<file path="src/rtl/g2r_pkg.sv">
// ----------------------------------------------------------------------------
// g2r_pkg
// Shared types and character codes for the glob to regex transcoder.
// ----------------------------------------------------------------------------
package g2r_pkg;

  // Pattern scanner mode
  typedef enum logic [1:0] {
    MODE_NORMAL      = 2'd0,
    MODE_BRACKET     = 2'd1,
    MODE_ESCAPE      = 2'd2,
    MODE_ESC_BRACKET = 2'd3
  } mode_t;

  // Input kind flag
  localparam logic KIND_CHAR = 1'b0;
  localparam logic KIND_END  = 1'b1;

  // Expansion entry: up to three output bytes for one input transaction
  localparam int unsigned EXP_MAX = 3;
  localparam int unsigned QDEPTH  = 2;
  localparam int unsigned QPTR_W  = $clog2(QDEPTH);

  typedef struct packed {
    logic [EXP_MAX-1:0][7:0] bytes;
    logic [1:0]              cnt;   // 1 to 3 bytes held
    logic                    done;  // last byte is the closing anchor
  } exp_t;

  // Character codes
  localparam logic [7:0] CH_BANG   = 8'h21;
  localparam logic [7:0] CH_DOLLAR = 8'h24;
  localparam logic [7:0] CH_LPAREN = 8'h28;
  localparam logic [7:0] CH_RPAREN = 8'h29;
  localparam logic [7:0] CH_STAR   = 8'h2A;
  localparam logic [7:0] CH_PLUS   = 8'h2B;
  localparam logic [7:0] CH_COMMA  = 8'h2C;
  localparam logic [7:0] CH_DOT    = 8'h2E;
  localparam logic [7:0] CH_QMARK  = 8'h3F;
  localparam logic [7:0] CH_LBRACK = 8'h5B;
  localparam logic [7:0] CH_BSLASH = 8'h5C;
  localparam logic [7:0] CH_RBRACK = 8'h5D;
  localparam logic [7:0] CH_CARET  = 8'h5E;
  localparam logic [7:0] CH_LBRACE = 8'h7B;
  localparam logic [7:0] CH_PIPE   = 8'h7C;
  localparam logic [7:0] CH_RBRACE = 8'h7D;

  // Regex metacharacters that need a backslash outside brackets
  function automatic logic is_meta(input logic [7:0] c);
    is_meta = c inside {CH_PIPE, CH_DOT, CH_QMARK, CH_PLUS, CH_STAR, CH_CARET,
                        CH_DOLLAR, CH_LPAREN, CH_RPAREN, CH_LBRACK, CH_RBRACK,
                        CH_LBRACE, CH_RBRACE, CH_BSLASH};
  endfunction

endpackage

</file>
<file path="src/rtl/g2r_front.sv">
// ----------------------------------------------------------------------------
// g2r_front
// Accepts pattern bytes, tracks scanner state and builds the expansion entry.
// ----------------------------------------------------------------------------
module g2r_front
  import g2r_pkg::*;
#(
  parameter int unsigned BRACE_DEPTH_BITS = 8
) (
  input  logic       clk,
  input  logic       rst,
  input  logic       in_valid,
  output logic       in_ready,
  input  logic       kind,
  input  logic [7:0] char_in,
  input  logic       q_full,
  output logic       push,
  output exp_t       push_entry
);

  mode_t                       mode, mode_next;
  logic [BRACE_DEPTH_BITS-1:0] brace_depth, brace_depth_next;
  logic [1:0]                  bracket_offset, bracket_offset_next;
  logic                        at_pattern_start, at_pattern_start_next;

  logic                        accept;
  logic [1:0]                  off;
  logic                        depth_full, depth_zero;
  logic [EXP_MAX-1:0][7:0]     body;
  logic [1:0]                  body_cnt;
  logic [2:0]                  total;

  assign in_ready   = ~q_full;
  assign accept     = in_valid & in_ready;
  assign off        = (bracket_offset < 2'd2) ? bracket_offset + 2'd1 : 2'd2;
  assign depth_full = &brace_depth;
  assign depth_zero = ~|brace_depth;

  // Next scanner state
  always_comb begin
    mode_next             = mode;
    brace_depth_next      = brace_depth;
    bracket_offset_next   = bracket_offset;
    at_pattern_start_next = 1'b0;
    if (kind == KIND_END) begin
      mode_next             = MODE_NORMAL;
      brace_depth_next      = '0;
      bracket_offset_next   = 2'd0;
      at_pattern_start_next = 1'b1;
    end else begin
      case (mode)
        MODE_NORMAL: begin
          case (char_in)
            CH_BSLASH: mode_next = MODE_ESCAPE;
            CH_LBRACE: begin
              if (!depth_full) brace_depth_next = brace_depth + BRACE_DEPTH_BITS'(1);
            end
            CH_RBRACE: begin
              if (!depth_zero) brace_depth_next = brace_depth - BRACE_DEPTH_BITS'(1);
            end
            CH_LBRACK: begin
              mode_next           = MODE_BRACKET;
              bracket_offset_next = 2'd0;
            end
            default: ;
          endcase
        end
        MODE_BRACKET: begin
          bracket_offset_next = off;
          if (char_in == CH_BSLASH) mode_next = MODE_ESC_BRACKET;
          else if (char_in == CH_RBRACK && off > 2'd1) mode_next = MODE_NORMAL;
        end
        MODE_ESCAPE: mode_next = MODE_NORMAL;
        default: begin
          bracket_offset_next = off;
          mode_next           = MODE_BRACKET;
        end
      endcase
    end
  end

  // Bytes caused by the current byte, before the start anchor
  always_comb begin
    body     = '0;
    body_cnt = 2'd0;
    if (kind == KIND_END) begin
      body[0]  = CH_DOLLAR;
      body_cnt = 2'd1;
    end else begin
      case (mode)
        MODE_NORMAL: begin
          case (char_in)
            CH_BSLASH: body_cnt = 2'd0;
            CH_STAR: begin
              body[0] = CH_DOT; body[1] = CH_STAR; body_cnt = 2'd2;
            end
            CH_QMARK: begin
              body[0] = CH_DOT; body_cnt = 2'd1;
            end
            CH_LBRACE: begin
              body[0] = CH_LPAREN; body[1] = CH_LPAREN; body_cnt = 2'd2;
            end
            CH_COMMA: begin
              if (!depth_zero) begin
                body[0] = CH_RPAREN; body[1] = CH_PIPE; body[2] = CH_LPAREN;
                body_cnt = 2'd3;
              end else begin
                body[0] = CH_COMMA; body_cnt = 2'd1;
              end
            end
            CH_RBRACE: begin
              if (!depth_zero) begin
                body[0] = CH_RPAREN; body[1] = CH_RPAREN;
              end else begin
                body[0] = CH_BSLASH; body[1] = CH_RBRACE;
              end
              body_cnt = 2'd2;
            end
            CH_LBRACK: begin
              body[0] = CH_LBRACK; body_cnt = 2'd1;
            end
            default: begin
              if (is_meta(char_in)) begin
                body[0] = CH_BSLASH; body[1] = char_in; body_cnt = 2'd2;
              end else begin
                body[0] = char_in; body_cnt = 2'd1;
              end
            end
          endcase
        end
        MODE_BRACKET: begin
          if (char_in == CH_BSLASH) begin
            body_cnt = 2'd0;
          end else if (char_in == CH_BANG) begin
            body[0]  = (off == 2'd1) ? CH_CARET : CH_BANG;
            body_cnt = 2'd1;
          end else begin
            body[0]  = char_in;
            body_cnt = 2'd1;
          end
        end
        MODE_ESCAPE: begin
          if (is_meta(char_in)) begin
            body[0] = CH_BSLASH; body[1] = char_in; body_cnt = 2'd2;
          end else begin
            body[0] = char_in; body_cnt = 2'd1;
          end
        end
        default: begin
          body[0]  = char_in;
          body_cnt = 2'd1;
        end
      endcase
    end
  end

  // Prepend the start anchor and saturate at three bytes
  always_comb begin
    total = {1'b0, body_cnt} + {2'b00, at_pattern_start};
    push_entry.done = (kind == KIND_END);
    if (at_pattern_start) begin
      push_entry.bytes[0] = CH_CARET;
      push_entry.bytes[1] = body[0];
      push_entry.bytes[2] = body[1];
    end else begin
      push_entry.bytes = body;
    end
    push_entry.cnt = (total > 3'd3) ? 2'd3 : total[1:0];
    push = accept & (total != 3'd0);
  end

  // Update state on each accepted transaction
  always_ff @(posedge clk) begin
    if (rst) begin
      mode             <= MODE_NORMAL;
      brace_depth      <= '0;
      bracket_offset   <= 2'd0;
      at_pattern_start <= 1'b1;
    end else if (accept) begin
      mode             <= mode_next;
      brace_depth      <= brace_depth_next;
      bracket_offset   <= bracket_offset_next;
      at_pattern_start <= at_pattern_start_next;
    end
  end

endmodule

</file>
<file path="src/rtl/g2r_queue.sv">
// ----------------------------------------------------------------------------
// g2r_queue
// Short queue of expansion entries between the front and back parts.
// ----------------------------------------------------------------------------
module g2r_queue
  import g2r_pkg::*;
(
  input  logic clk,
  input  logic rst,
  input  logic push,
  input  exp_t push_entry,
  input  logic pop,
  output exp_t head,
  output logic empty,
  output logic full
);

  exp_t              mem [QDEPTH];
  logic [QPTR_W-1:0] wr_ptr, rd_ptr;
  logic [QPTR_W:0]   count;

  assign empty = (count == '0);
  assign full  = (count == (QPTR_W+1)'(QDEPTH));
  assign head  = mem[rd_ptr];

  // Write entries
  always_ff @(posedge clk) begin
    if (push) mem[wr_ptr] <= push_entry;
  end

  // Advance pointers and fill count
  always_ff @(posedge clk) begin
    if (rst) begin
      wr_ptr <= '0;
      rd_ptr <= '0;
      count  <= '0;
    end else begin
      if (push) wr_ptr <= (wr_ptr == (QPTR_W)'(QDEPTH-1)) ? '0 : wr_ptr + (QPTR_W)'(1);
      if (pop)  rd_ptr <= (rd_ptr == (QPTR_W)'(QDEPTH-1)) ? '0 : rd_ptr + (QPTR_W)'(1);
      case ({push, pop})
        2'b10:   count <= count + (QPTR_W+1)'(1);
        2'b01:   count <= count - (QPTR_W+1)'(1);
        default: count <= count;
      endcase
    end
  end

endmodule

</file>
<file path="src/rtl/g2r_back.sv">
// ----------------------------------------------------------------------------
// g2r_back
// Holds one expansion entry and sends its bytes one transaction at a time.
// ----------------------------------------------------------------------------
module g2r_back
  import g2r_pkg::*;
(
  input  logic       clk,
  input  logic       rst,
  input  exp_t       head,
  input  logic       empty,
  output logic       pop,
  output logic       out_valid,
  input  logic       out_ready,
  output logic [7:0] char_out,
  output logic       run_last,
  output logic       pattern_done
);

  exp_t       cur;
  logic       cur_valid;
  logic [1:0] idx;
  logic       xfer;

  assign out_valid    = cur_valid;
  assign char_out     = cur.bytes[idx];
  assign run_last     = (idx == cur.cnt - 2'd1);
  assign pattern_done = run_last & cur.done;
  assign xfer         = cur_valid & out_ready;
  assign pop          = ~empty & (~cur_valid | (xfer & run_last));

  // Load the next entry once the current one is drained
  always_ff @(posedge clk) begin
    if (pop) cur <= head;
  end

  always_ff @(posedge clk) begin
    if (rst) begin
      cur_valid <= 1'b0;
      idx       <= 2'd0;
    end else if (pop) begin
      cur_valid <= 1'b1;
      idx       <= 2'd0;
    end else if (xfer) begin
      if (run_last) begin
        cur_valid <= 1'b0;
        idx       <= 2'd0;
      end else begin
        idx <= idx + 2'd1;
      end
    end
  end

endmodule

</file>
<file path="src/rtl/glob_to_regex_transcoder_top.sv">
// ----------------------------------------------------------------------------
// glob_to_regex_transcoder_top
// Translates a shell glob, byte by byte, into an anchored POSIX regex.
//
//   channel   dir  tdata             tuser          tlast
//   s_axis    in   char_in[7:0]      kind           -
//   m_axis    out  char_out[7:0]     pattern_done   run_last
//
// Each input transaction is classified combinationally and queued as 0 to 3
// bytes; while m_axis_tready is high the output side sends one byte per
// cycle, and single-byte items flow at one per cycle. A two-entry queue
// decouples the sides: input stalls only when it is full. Reset is
// synchronous and clears the scanner state, queue and output stage; no
// clearing pass is needed.
// ----------------------------------------------------------------------------
module glob_to_regex_transcoder_top
  import g2r_pkg::*;
#(
  parameter int unsigned BRACE_DEPTH_BITS = 8
) (
  input  logic       clk,
  input  logic       rst,
  input  logic       s_axis_tvalid,
  output logic       s_axis_tready,
  input  logic [7:0] s_axis_tdata,   // [7:0] char_in
  input  logic       s_axis_tuser,   // [0] kind
  output logic       m_axis_tvalid,
  input  logic       m_axis_tready,
  output logic [7:0] m_axis_tdata,   // [7:0] char_out
  output logic       m_axis_tlast,
  output logic       m_axis_tuser    // [0] pattern_done
);

  logic push, pop, q_empty, q_full;
  exp_t push_entry, head;

  // Classify incoming bytes
  g2r_front #(
    .BRACE_DEPTH_BITS(BRACE_DEPTH_BITS)
  ) u_front (
    .clk       (clk),
    .rst       (rst),
    .in_valid  (s_axis_tvalid),
    .in_ready  (s_axis_tready),
    .kind      (s_axis_tuser),
    .char_in   (s_axis_tdata),
    .q_full    (q_full),
    .push      (push),
    .push_entry(push_entry)
  );

  // Buffer expansion entries
  g2r_queue u_queue (
    .clk       (clk),
    .rst       (rst),
    .push      (push),
    .push_entry(push_entry),
    .pop       (pop),
    .head      (head),
    .empty     (q_empty),
    .full      (q_full)
  );

  // Serialise bytes to the output
  g2r_back u_back (
    .clk         (clk),
    .rst         (rst),
    .head        (head),
    .empty       (q_empty),
    .pop         (pop),
    .out_valid   (m_axis_tvalid),
    .out_ready   (m_axis_tready),
    .char_out    (m_axis_tdata),
    .run_last    (m_axis_tlast),
    .pattern_done(m_axis_tuser)
  );

endmodule

</file>
<file path="config.mk">
export PLATFORM = sky130hd
export DESIGN_NAME = glob_to_regex_transcoder_top
export DESIGN_NICKNAME = d
export VERILOG_FILES = /design/src/rtl/g2r_pkg.sv /design/src/rtl/g2r_front.sv /design/src/rtl/g2r_queue.sv /design/src/rtl/g2r_back.sv /design/src/rtl/glob_to_regex_transcoder_top.sv
export SDC_FILE = /design/constraint.sdc
export NUM_CORES = 1
export LEC_CHECK = 0
export ABC_AREA = 1
export CORE_UTILIZATION = 44
export CTS_CLUSTER_DIAMETER = 80
export DETAILED_ROUTE_END_ITERATION = 8
export DONT_BUFFER_PORTS = 1
export HOLD_SLACK_MARGIN = 0.02
export PLACE_DENSITY = 0.59
export SYNTH_ARGS = -nofsm -noshare
export SYNTH_HDL_FRONTEND = slang
export SYNTH_SLANG_ARGS = --single-unit
</file>
<file path="constraint.sdc">
create_clock -name clk -period 3.7 [get_ports clk]
set_input_delay 0.185 -clock clk [delete_from_list [all_inputs] [get_ports clk]]
set_output_delay 0.185 -clock clk [all_outputs]
set_load 0.005 [all_outputs]
</file>
==> results of run 1 <==
power groups by stage:
stage / clock (uW) / sequential, uW / combinational [uW]
4_1_cts: 903 / 1750 / 944
5_1_grt: 951 / 1770 / 1070
3_3_place_gp: 0 / 1760 / 919
2_1_floorplan: 0 / 1740 / 680
3_5_place_dp: 0 / 1770 / 937
6_report: 882 / 1740 / 927
layout make-up:
cell class / count / area [sq um] / share of cell area [%]
Clock buffer: 9 / 225.2 / 3.877
Clock inverter: 7 / 50.05 / 0.8615
Inverter: 47 / 177.7 / 3.058
Multi-Input combinational cell: 471 / 2242 / 38.60
Sequential cell: 101 / 2833 / 48.76
Tap cell: 143 / 178.9 / 3.080
Timing Repair Buffer: 13 / 102.6 / 1.766
tightest hold or removal path, stage by stage:
cell	delay [ns]
nor2_4	0.04
nand2_1	0.05
a21oi_1	0.06
cell families (layout without fill, tap and decap cells):
group | count (synthesis) | count (layout) | share of synthesized area, %
DFF | 101 | 101 | 53.08
and+or+nand+nor | 372 | 372 | 29.96
other | 1 | 2 | 0.07027
adders and majority gates | 10 | 10 | 2.485
buffers and inverters | 67 | 76 | 5.064
AOI/OAI and AO/OA | 81 | 81 | 8.347
xor gates and xnor gates | 6 | 6 | 0.9849
flip-flops by register name, indices dropped and copies added, names as in the netlist:
register	flops
u_front.mode	2
u_back.idx	2
u_front.brace_depth	8
u_front.bracket_offset	2
u_queue.count	2
u_queue.mem	54
u_queue.rd_ptr	1
u_queue.wr_ptr	1
u_back.out_valid	1
u_front.at_pattern_start	1
u_back.cur	27
per-layer routing:
metal | track usage (%) | vias to the layer above | wire, um
li1 | - | 2137 | -
met1 | 26.87 | 1902 | 5738
met2 | 33.79 | 90 | 5810
met3 | 4.266 | 17 | 519
met4 | 9.867 | 0 | 240
met5 | 0 | - | 0
through the flow:
step           utilization (%)  cells  cell area (sq um)  worst slack [ns]
2_1_floorplan                -    639               5340            0.3134
3_3_place_gp             47.48    773               5514            0.6690
3_5_place_dp             47.48    773               5514            0.5500
4_1_cts                  50.02    791               5809            0.7903
5_1_grt                  50.02    791               5809            0.5323
6_report                 50.02    791               5809            0.7826
how the worst max path moves through the flow:
stage / start / end / slack (ns) / cells past startpoint
4_1_cts: u_front.mode[0] / u_queue.count[1] / 0.79 / 13
6_report: u_front.mode[0] / u_queue.count[1] / 0.78 / 13
3_3_place_gp: s_axis_tdata[5] / u_queue.count[1] / 0.67 / 18
5_1_grt: u_front.mode[0] / u_queue.count[1] / 0.53 / 12
3_5_place_dp: s_axis_tdata[5] / u_queue.count[1] / 0.55 / 18
2_1_floorplan: s_axis_tdata[7] / u_queue.mem[0][0] / 0.31 / 15
repair_timing:
item / CTS / global route
setup endpoints to repair: 0 / 0
buffers inserted: 0 / 0
hold endpoints to repair: 14 / 0
hold buffers: 2 / 0
resized for setup: 0 / 0
cells in the final DEF (no fill, tap or decap), types with 9 or more instances in the layout:
| master | n |
|---|---|
| nor2_1 | 70 |
| a21oi_1 | 37 |
| o21ai_0 | 19 |
| ha_1 | 9 |
| dfxtp_1 | 20 |
| edfxtp_1 | 81 |
| nand3_1 | 50 |
| buf_4 | 11 |
| clkbuf_16 | 9 |
| nand2_1 | 202 |
| nand2_2 | 14 |
| inv_1 | 41 |
| o21ai_1 | 9 |
==> run_results.csv, run 1 <==
group,metric,value,unit
run_status,status,"finished with violations",
run_status,violations,"DRC",
timing,hold_viol,0,
synth,avgSynthCellArea,8.364,sq um
power,pwr-share-comb,26.1,%
synth,synth_most_common_cell,"nand2_1",
cts,clkSlewWorstSetupHoldPaths,0.07,ns
critical_path,path_class,"flip-flop to flip-flop",
hold_path,min_path_cells,3,
power,intPower,2368,uW
synth,ys_ff_latch,101,
timing,finalMaxSlewViolations,0,
layout,drive_gt1_share,10.49,%
power,p_total,3552,uW
flow_run,cap_violations,0,
synth,yosysWarnings,0,
power,powerDensity,611.4,nW/um^2
timing,tns,0,ns
hold_path,min_to,"u_front.brace_depth[2]",
floorplanning,pin_count,25,
critical_path,slowest_stage,"dfxtp_1",
global_routing,grt_first_pass_wirelength,20.22,mm
synth,synth_ff_type,"edfxtp_1",
floorplanning,rows,39,
drt,first_iter_violations,217,
critical_path,cp_data_required_time,3.92,ns
critical_path,regToRegStartpoint,"u_front.mode[0]",
critical_path,reg2reg_depth,13,
layout,antennaDiodeCount,0,
synth,ys_seq_area_share,53.08,%
critical_path,r2r-end,"u_queue.count[1]",
power,peakVddDrop,0.0002306,V
global_routing,overflow,0,
hold_path,hold_class,"input port to flip-flop",
timing,hold_slack,0.03834,ns
timing,finalClockSkew,0.01038,ns
synth,synth.distinct_cells,38,
critical_path,slowest_delay,0.49,ns
cts,clock-root-buffer,"clkbuf_16",
timing,setup_viol,0,
critical_path,end_kind,"flip-flop",
synth,synth_top_area_share,45.58,%
global_routing,antenna_found_initial,0,
cts,cts.sink_count,101,
layout,n_fill_cell,1123,
floorplanning,die-area,12570,sq um
placed_design,gp_congestion,0.9252,
timing,period_needed,2.917,ns
timing,max-slew-margin-rel,36.78,%
cts,h-tree-depth,3,
timing,fin_crit_sh,78.85,%
synth,synth_cells,638,
floorplanning,core,11610,sq um
layout,syn_to_final_growth,8.863,%
critical_path,rrSetupSlack,0.78,ns
cts,clock_latency,0.35,ns
drt,via_count,4146,
floorplanning,initial_core_util,45.95,%
drt,drc_errors,1,
drt,antenna_left,0,
power,leakage,0.002462,uW
critical_path,crit_chain,"inv_1 > nor2_1 > inv_1 > nor2_1 > nor3_1 > nand3_1 > ha_1 > or2_2 > o21ai_0 > ha_1 > nor2_1 > and3_1 > nor3_1",
drt,vias_per_cell,5.241,
floorplanning,die_height,112.1,um
critical_path,cp-start-kind,"flip-flop",
timing,worst_slew_pin_slew,0.9473,ns
synth,synthTopCellsByArea,"edfxtp_1, nand2_1, dfxtp_1, nor2_1, nand3_1",
cts,clk_path_buf_depth,2,
critical_path,critPathMostFrequentCell,"nor2_1",
placed_design,dp_hpwl,9.001,mm
cts,cts_buffers,9,
synth,async_flop_share,0,%
synth,synth_top_area_cell,"edfxtp_1",
hold_path,worstHoldStart,"s_axis_tuser",
global_routing,grt_max_degree,30,
synth,synthTopCellsByCount,"nand2_1, edfxtp_1, nor2_1",
drt,wl_per_cell,15.56,um
cts,cts_tree,"yes",
drt,routed_wl,12.31,mm
critical_path,worst-path-buf-inv,2,
synth,synthesis.area,5336,sq um
power,power.switching,1184,uW
placed_design,port_buffers,0,
timing,max_freq,0.3428,GHz
power,power_frac_clock,24.8,%
global_routing,grt_pass1_vias,3986,
floorplanning,die_w,112.1,um
synth,synth-edff-count,81,
global_routing,grt_use_total,20.84,%
critical_path,critical_path_peak_fanout,8,
critical_path,cp.arrival,3.13,ns
power,p_seq_share,49.1,%
drt,dr.pass1.iters,7,
power,sw_frac_of_total,33.34,%
timing,rsz0062_at_grt,"false",
layout,layout.nets,666,
critical_path,crit_family,"simple AND/OR/NAND/NOR gates",
(Power assumes the default switching activity.)
==> inputs of run 2 (changes only) <==
clock period = 2.9 ns   (was 3.7 ns; I/O delays follow)
==> run 2 against run 1 <==
  * The flow still finishes with violations (DRC)
  * Utilization up 2.0 points
  * Count of clock-buffer cells in the layout up 1
  * Critical endpoint unchanged
  * Die area unchanged
  * Cell count up 2.4%
==> run_results.csv, run 2 (synthesized netlist as in run 1, its figures left out) <==
group,metric,value,unit
cts,post_cts_buffers,0,
hold_path,worstHoldStart,"m_axis_tready",
critical_path,r2r-end,"u_queue.count[1]",
power,intPower,3261,uW
timing,tns,0,ns
timing,hold_viol,0,
power,power.switching,1513,uW
cts,cts.sink_count,101,
timing,finalClockSkew,0.005082,ns
power,pwr-share-comb,26.0,%
cts,cts_tree,"yes",
power,powerDensity,789.9,nW/um^2
timing,fin_crit_sh,92.04,%
timing,max_freq,0.3747,GHz
power,peakVddDrop,0.0003607,V
run_status,status,"finished with violations",
floorplanning,rows,39,
power,sw_frac_of_total,31.68,%
placed_design,dpl_cell_area,5674,sq um
cts,clk_path_buf_depth,2,
layout,drive_gt1_share,13.19,%
timing,setup_slack,0.2310,ns
global_routing,grt_use_total,21.10,%
critical_path,reg2reg_depth,13,
layout,top_regs,"u_queue.mem (54), u_back.cur (27), u_front.brace_depth (8)",
placed_design,port_buffers,0,
critical_path,end_kind,"flip-flop",
drt,drc_errors,1,
floorplanning,pin_count,25,
drt,antenna_left,0,
critical_path,cp.arrival,2.92,ns
drt,first_iter_violations,254,
power,p_seq_share,46.5,%
hold_path,hold_class,"input port to flip-flop",
drt,vias_per_cell,5.347,
cts,clock_latency,0.34,ns
floorplanning,core,11610,sq um
drt,wl_per_cell,15.45,um
global_routing,grt_pass1_vias,4139,
critical_path,critical_path_peak_fanout,8,
layout,syn_to_final_growth,13.25,%
placed_design,dp_hpwl,9.261,mm
floorplanning,die_w,112.1,um
cts,clock-root-buffer,"clkbuf_16",
layout,antennaDiodeCount,0,
layout,layout_commonest_cell,"nand2_1",
global_routing,antenna_found_initial,0,
flow_run,cap_violations,0,
critical_path,path_class,"flip-flop to flip-flop",
timing,setup_viol,0,
power,leakage,0.002597,uW
timing,max-slew-margin-rel,39.81,%
cts,cts_buffers,9,
layout,fin_area,6043,sq um
timing,period_needed,2.669,ns
critical_path,cp-start-kind,"flip-flop",
layout,layout.nets,685,
drt,via_count,4331,
placed_design,gp_congestion,0.8879,
cts,h-tree-depth,3,
timing,worst_slew_pin_slew,0.9018,ns
drt,routed_wl,12.51,mm
layout,n_fill_cell,1106,
floorplanning,die-area,12570,sq um
global_routing,grt_max_degree,30,
critical_path,rrSetupSlack,0.23,ns
floorplanning,die_height,112.1,um
layout,largest-register,"u_queue.mem",
hold_path,min_path_cells,3,
placed_design,dp_slack,-0.06027,ns
run_status,violations,"DRC",
global_routing,overflow,0,
floorplanning,initial_core_util,45.95,%
critical_path,regToRegStartpoint,"u_front.mode[0]",
global_routing,grt_first_pass_wirelength,20.56,mm
power,p_total,4774,uW
cts,clkSlewWorstSetupHoldPaths,0.07,ns
drt,dr.pass1.iters,7,
power,power_frac_clock,27.5,%
timing,finalMaxSlewViolations,0,
hold_path,min_to,"u_back.idx[0]",
layout,largest_reg_flops,54,
critical_path,cp_data_required_time,3.16,ns
layout,layout_common_cells,"nand2_1, edfxtp_1, nor2_1, nand3_1, inv_1",
run 2: timing repair:
item / in CTS / in global routing
gates resized for setup: 0 / 3
endpoints found under the hold margin: 14 / 0
setup endpoints to repair: 0 / 56
hold buffers: 3 / 0
run 2: final cells by class:
cell class	instances	area (sq um)	share of cell area [%]
Inverter	47	177.7	2.940
Multi-Input combinational cell	471	2248	37.21
Sequential cell	101	2833	46.87
Clock inverter	6	93.84	1.553
Timing Repair Buffer	32	272.8	4.513
Clock buffer	10	239.0	3.954
Tap cell	143	178.9	2.961
run 2: critical path, cell delays in order (launching register included):
cell	delay, ns
dfxtp_1	0.49
inv_1	0.09
nor2_1	0.16
inv_1	0.06
nor2_1	0.18
nor3_1	0.07
nand3_1	0.13
ha_1	0.24
or2_2	0.32
o21ai_2	0.15
ha_1	0.27
nor2_1	0.14
a21oi_1	0.08
nor3_1	0.20
run 2: metrics by stage:
| stage | hold WS (ns) | cells | utilization [%] |
|---|---|---|---|
| floorplan | 0.2224 | 639 | - |
| global placement | 0.2152 | 791 | 48.86 |
| detailed placement | 0.2179 | 791 | 48.86 |
| CTS | 0.03844 | 810 | 51.98 |
| global route | 0.07232 | 810 | 52.04 |
| finish | 0.05802 | 810 | 52.04 |
run 2: power by group through the flow:
stage               combinational (uW)  clock, uW  sequential (uW)
floorplan                          870          0             2220
global placement                  1220          0             2240
detailed placement                1240          0             2250
CTS                               1250       1350             2220
global route                      1410       1400             2260
finish                            1240       1310             2220
run 2: layer usage:
layer / vias to the layer above / routed length (um) / GRT usage [%] / part of all wire (%)
met3: 32 / 606 / 4.752 / 4.8
met1: 1995 / 5661 / 27.25 / 45
met5: - / 0 / 0 / 0
li1: 2181 / - / - / -
met4: 0 / 395 / 9.689 / 3.2
met2: 123 / 5848 / 33.95 / 47
run 2: worst max-delay path by stage:
stage | from | to | depth (start not counted)
6_report | u_front.mode[0] | u_queue.count[1] | 13
5_1_grt | u_front.brace_depth[1] | u_queue.count[1] | 15
4_1_cts | u_front.brace_depth[1] | u_queue.count[1] | 15
3_5_place_dp | s_axis_tdata[7] | u_queue.count[1] | 18
3_3_place_gp | s_axis_tdata[7] | u_queue.count[1] | 16
2_1_floorplan | s_axis_tdata[7] | u_queue.mem[1][0] | 15
==> inputs of run 3 (changes only) <==
ABC_AREA = not set   (was 1)
GPL_ROUTABILITY_DRIVEN = 0   (was not set)
==> run 3 against run 2 <==
  * The run still ends with DRC left
  * Clock skew up 0.0062 ns
  * Utilization increased by 2.7 points
  * Clock power is 7% lower
  * Sequential share of layout area down 2.3 points
  * Area after synthesis fell by 0.47%
  * Total power down 11%
  * First-iteration DRC count down 24%
  * Routed wire length is 4.6% lower
  * Global-route usage decreased by 1.1 points
  * Critical endpoint unchanged
  * Largest cell class unchanged
==> run_results.csv, run 3 <==
group,metric,value,unit
run_status,status,"finished with violations",
run_status,violations,"DRC",
global_routing,grt_pass1_vias,3803,
global_routing,antenna_found_initial,0,
timing,worst_slew_pin_slew,0.7933,ns
synth,synth_cells,468,
layout,top_regs,"u_queue.mem (54), u_back.cur (27), u_front.brace_depth (8)",
drt,dr.pass1.iters,7,
power,leakage,0.002250,uW
cts,cts_tree,"yes",
critical_path,critical_path_peak_fanout,13,
cts,clock_latency,0.34,ns
synth,synth_top_area_share,45.80,%
synth,synth_top_area_cell,"edfxtp_1",
drt,route.met3.wl,534,um
power,powerDensity,670.1,nW/um^2
global_routing,grt_max_degree,31,
layout,syn_to_final_growth,19.58,%
layout,drive_gt1_share,23.99,%
cts,cts.sink_count,101,
flow_run,cap_violations,0,
timing,period_needed,2.835,ns
synth,synth_ff_type,"edfxtp_1",
cts,clk_path_buf_depth,2,
drt,route.met2.wl,5.745,mm
layout,layout_commonest_cell,"edfxtp_1",
cts,clkSlewWorstSetupHoldPaths,0.07,ns
drt,wirelength_met1,5.418,mm
critical_path,slowest_stage,"or4_1",
drt,via_count,3898,
critical_path,cp.arrival,3.10,ns
floorplanning,rows,39,
cts,h-tree-depth,3,
floorplanning,pin_count,25,
critical_path,crit_chain,"or4_1 > a211oi_2 > buf_4 > or3_4 > nor2_1 > a21oi_1 > o21ai_1 > ha_2 > ha_4 > or2_4 > o21ai_4 > ha_4 > or3_1 > a21oi_1",
layout,final_cells,664,
timing,finalClockSkew,0.01131,ns
critical_path,r2r-end,"u_queue.count[1]",
layout,final_util,54.69,%
global_routing,grt_first_pass_wirelength,19.64,mm
placed_design,dp.cells,631,
floorplanning,die_height,111.9,um
critical_path,cp-start-kind,"input port",
drt,wl_per_cell,17.98,um
hold_path,worstHoldStart,"s_axis_tuser",
layout,largest_reg_flops,54,
hold_path,hold_class,"input port to flip-flop",
critical_path,path_class,"input port to flip-flop",
timing,hold_slack,0.08399,ns
floorplanning,die_w,111.9,um
timing,setup_viol,0,
critical_path,cp_data_required_time,3.17,ns
floorplanning,initial_core_util,45.73,%
layout,antennaDiodeCount,0,
layout,layout.nets,539,
cts,clock-root-buffer,"clkbuf_16",
floorplanning,die-area,12510,sq um
hold_path,min_to,"u_queue.mem[1][13]",
drt,vias_per_cell,5.870,
timing,hold_viol,0,
placed_design,port_buffers,0,
synth,synth.distinct_cells,79,
critical_path,reg2reg_depth,11,
drt,routed.top_layer,"met4",
placed_design,dp_hpwl,8.459,mm
drt,antenna_left,0,
timing,fin_crit_sh,97.77,%
layout,largest-register,"u_queue.mem",
critical_path,rrSetupSlack,0.09,ns
synth,synthTopCellsByCount,"edfxtp_1, nor2_1, nand2_1",
synth,ys_seq_area_share,53.33,%
hold_path,min_path_cells,1,
timing,max_freq,0.3527,GHz
critical_path,regToRegStartpoint,"u_front.brace_depth[7]",
cts,cts_buffers,9,
global_routing,grt_use_total,20.00,%
synth,synthesis.area,5311,sq um
timing,tns,0,ns
synth,synthTopCellsByArea,"edfxtp_1, dfxtp_1, mux2_2, a21oi_1, o21ai_0",
drt,drc_errors,2,
drt,routed_wl,11.94,mm
synth,ys_ff_latch,101,
synth,async_flop_share,0,%
synth,synth-edff-count,81,
layout,layout_common_cells,"edfxtp_1, buf_4, nor2_1, nand2_1, mux2_2",
critical_path,end_kind,"flip-flop",
synth,synth_most_common_cell,"edfxtp_1",
synth,avgSynthCellArea,11.35,sq um
synth,yosysWarnings,0,
global_routing,overflow,0,
timing,finalMaxSlewViolations,0,
timing,max-slew-margin-rel,46.99,%
critical_path,slowest_delay,0.53,ns
floorplanning,core,11610,sq um
drt,first_iter_violations,193,
power,peakVddDrop,0.0003519,V
[run 3: cell families after synthesis]
kind of cell               count (synthesis)  share of synthesized area [%]
and+or+nand+nor                          149                          15.52
muxes                                     39                          8.009
xor gates and xnor gates                  10                          1.649
DFF                                      101                          53.33
buffers and inverters                     40                          3.062
AOI/OAI and AO/OA                        118                          15.85
adders and majority gates                 10                          2.497
other                                      1                        0.07060
[run 3: worst max path at each step]
stage	start	to	slack [ns]	depth (start not counted)
after global placement	s_axis_tdata[3]	u_queue.count[1]	-0.14	14
after CTS	u_front.brace_depth[0]	u_queue.count[1]	0.0009	11
after detailed placement	s_axis_tdata[7]	u_queue.count[1]	-0.29	12
final	s_axis_tdata[3]	u_queue.count[1]	0.06	14
after global routing	u_front.brace_depth[3]	u_queue.count[1]	-0.03	11
after floorplan	s_axis_tdata[6]	u_queue.count[1]	-0.21	14
[run 3: timing repair]
| item | in CTS | in global routing |
|---|---|---|
| gates cloned | 0 | 0 |
| endpoints found under the hold margin | 28 | 0 |
| buffers inserted | 0 | 1 |
| pin swaps | 0 | 5 |
| resized for setup | 1 | 11 |
| hold buffers | 16 | 0 |
| setup endpoints to repair | 55 | 57 |
[run 3: worst max-delay path, delay by kind of cell]
family,cells,cell delay [ns]
and+or+nand+nor,5,1.27
adders and majority gates,3,0.60
AOI/OAI and AO/OA,5,0.92
buffers and inverters,1,0.16
[run 3: metal layers]
| layer | global-route usage [%] | up-vias |
|---|---|---|
| li1 | - | 1900 |
| met2 | 32.51 | 113 |
| met4 | 8.018 | 0 |
| met5 | 0 | - |
| met3 | 3.811 | 22 |
| met1 | 26.36 | 1863 |
[run 3: report_power, final]
group	total [uW]	internal, uW	switching [uW]
registers	2110	1990	119
logic	919	397	522
clock network	1220	684	539
[run 3: layout make-up]
type                            instances  area, sq um
Clock buffer                            9        225.2
Clock inverter                          7        82.58
Fill cell                            1013         5263
Inverter                               13        48.80
Multi-Input combinational cell        328         2466
Sequential cell                       101         2833
Tap cell                              143        178.9
Timing Repair Buffer                   63        516.7
[run 3: metrics by stage]
stage | power (uW) | setup WS [ns] | cell area, sq um
after global routing | 4456 | -0.02885 | 6351
after detailed placement | 3049 | -0.2886 | 5811
after CTS | 4291 | 0.0009446 | 6284
after floorplan | 2803 | -0.2123 | 5398
after global placement | 3017 | -0.1425 | 5811
final | 4256 | 0.06476 | 6351
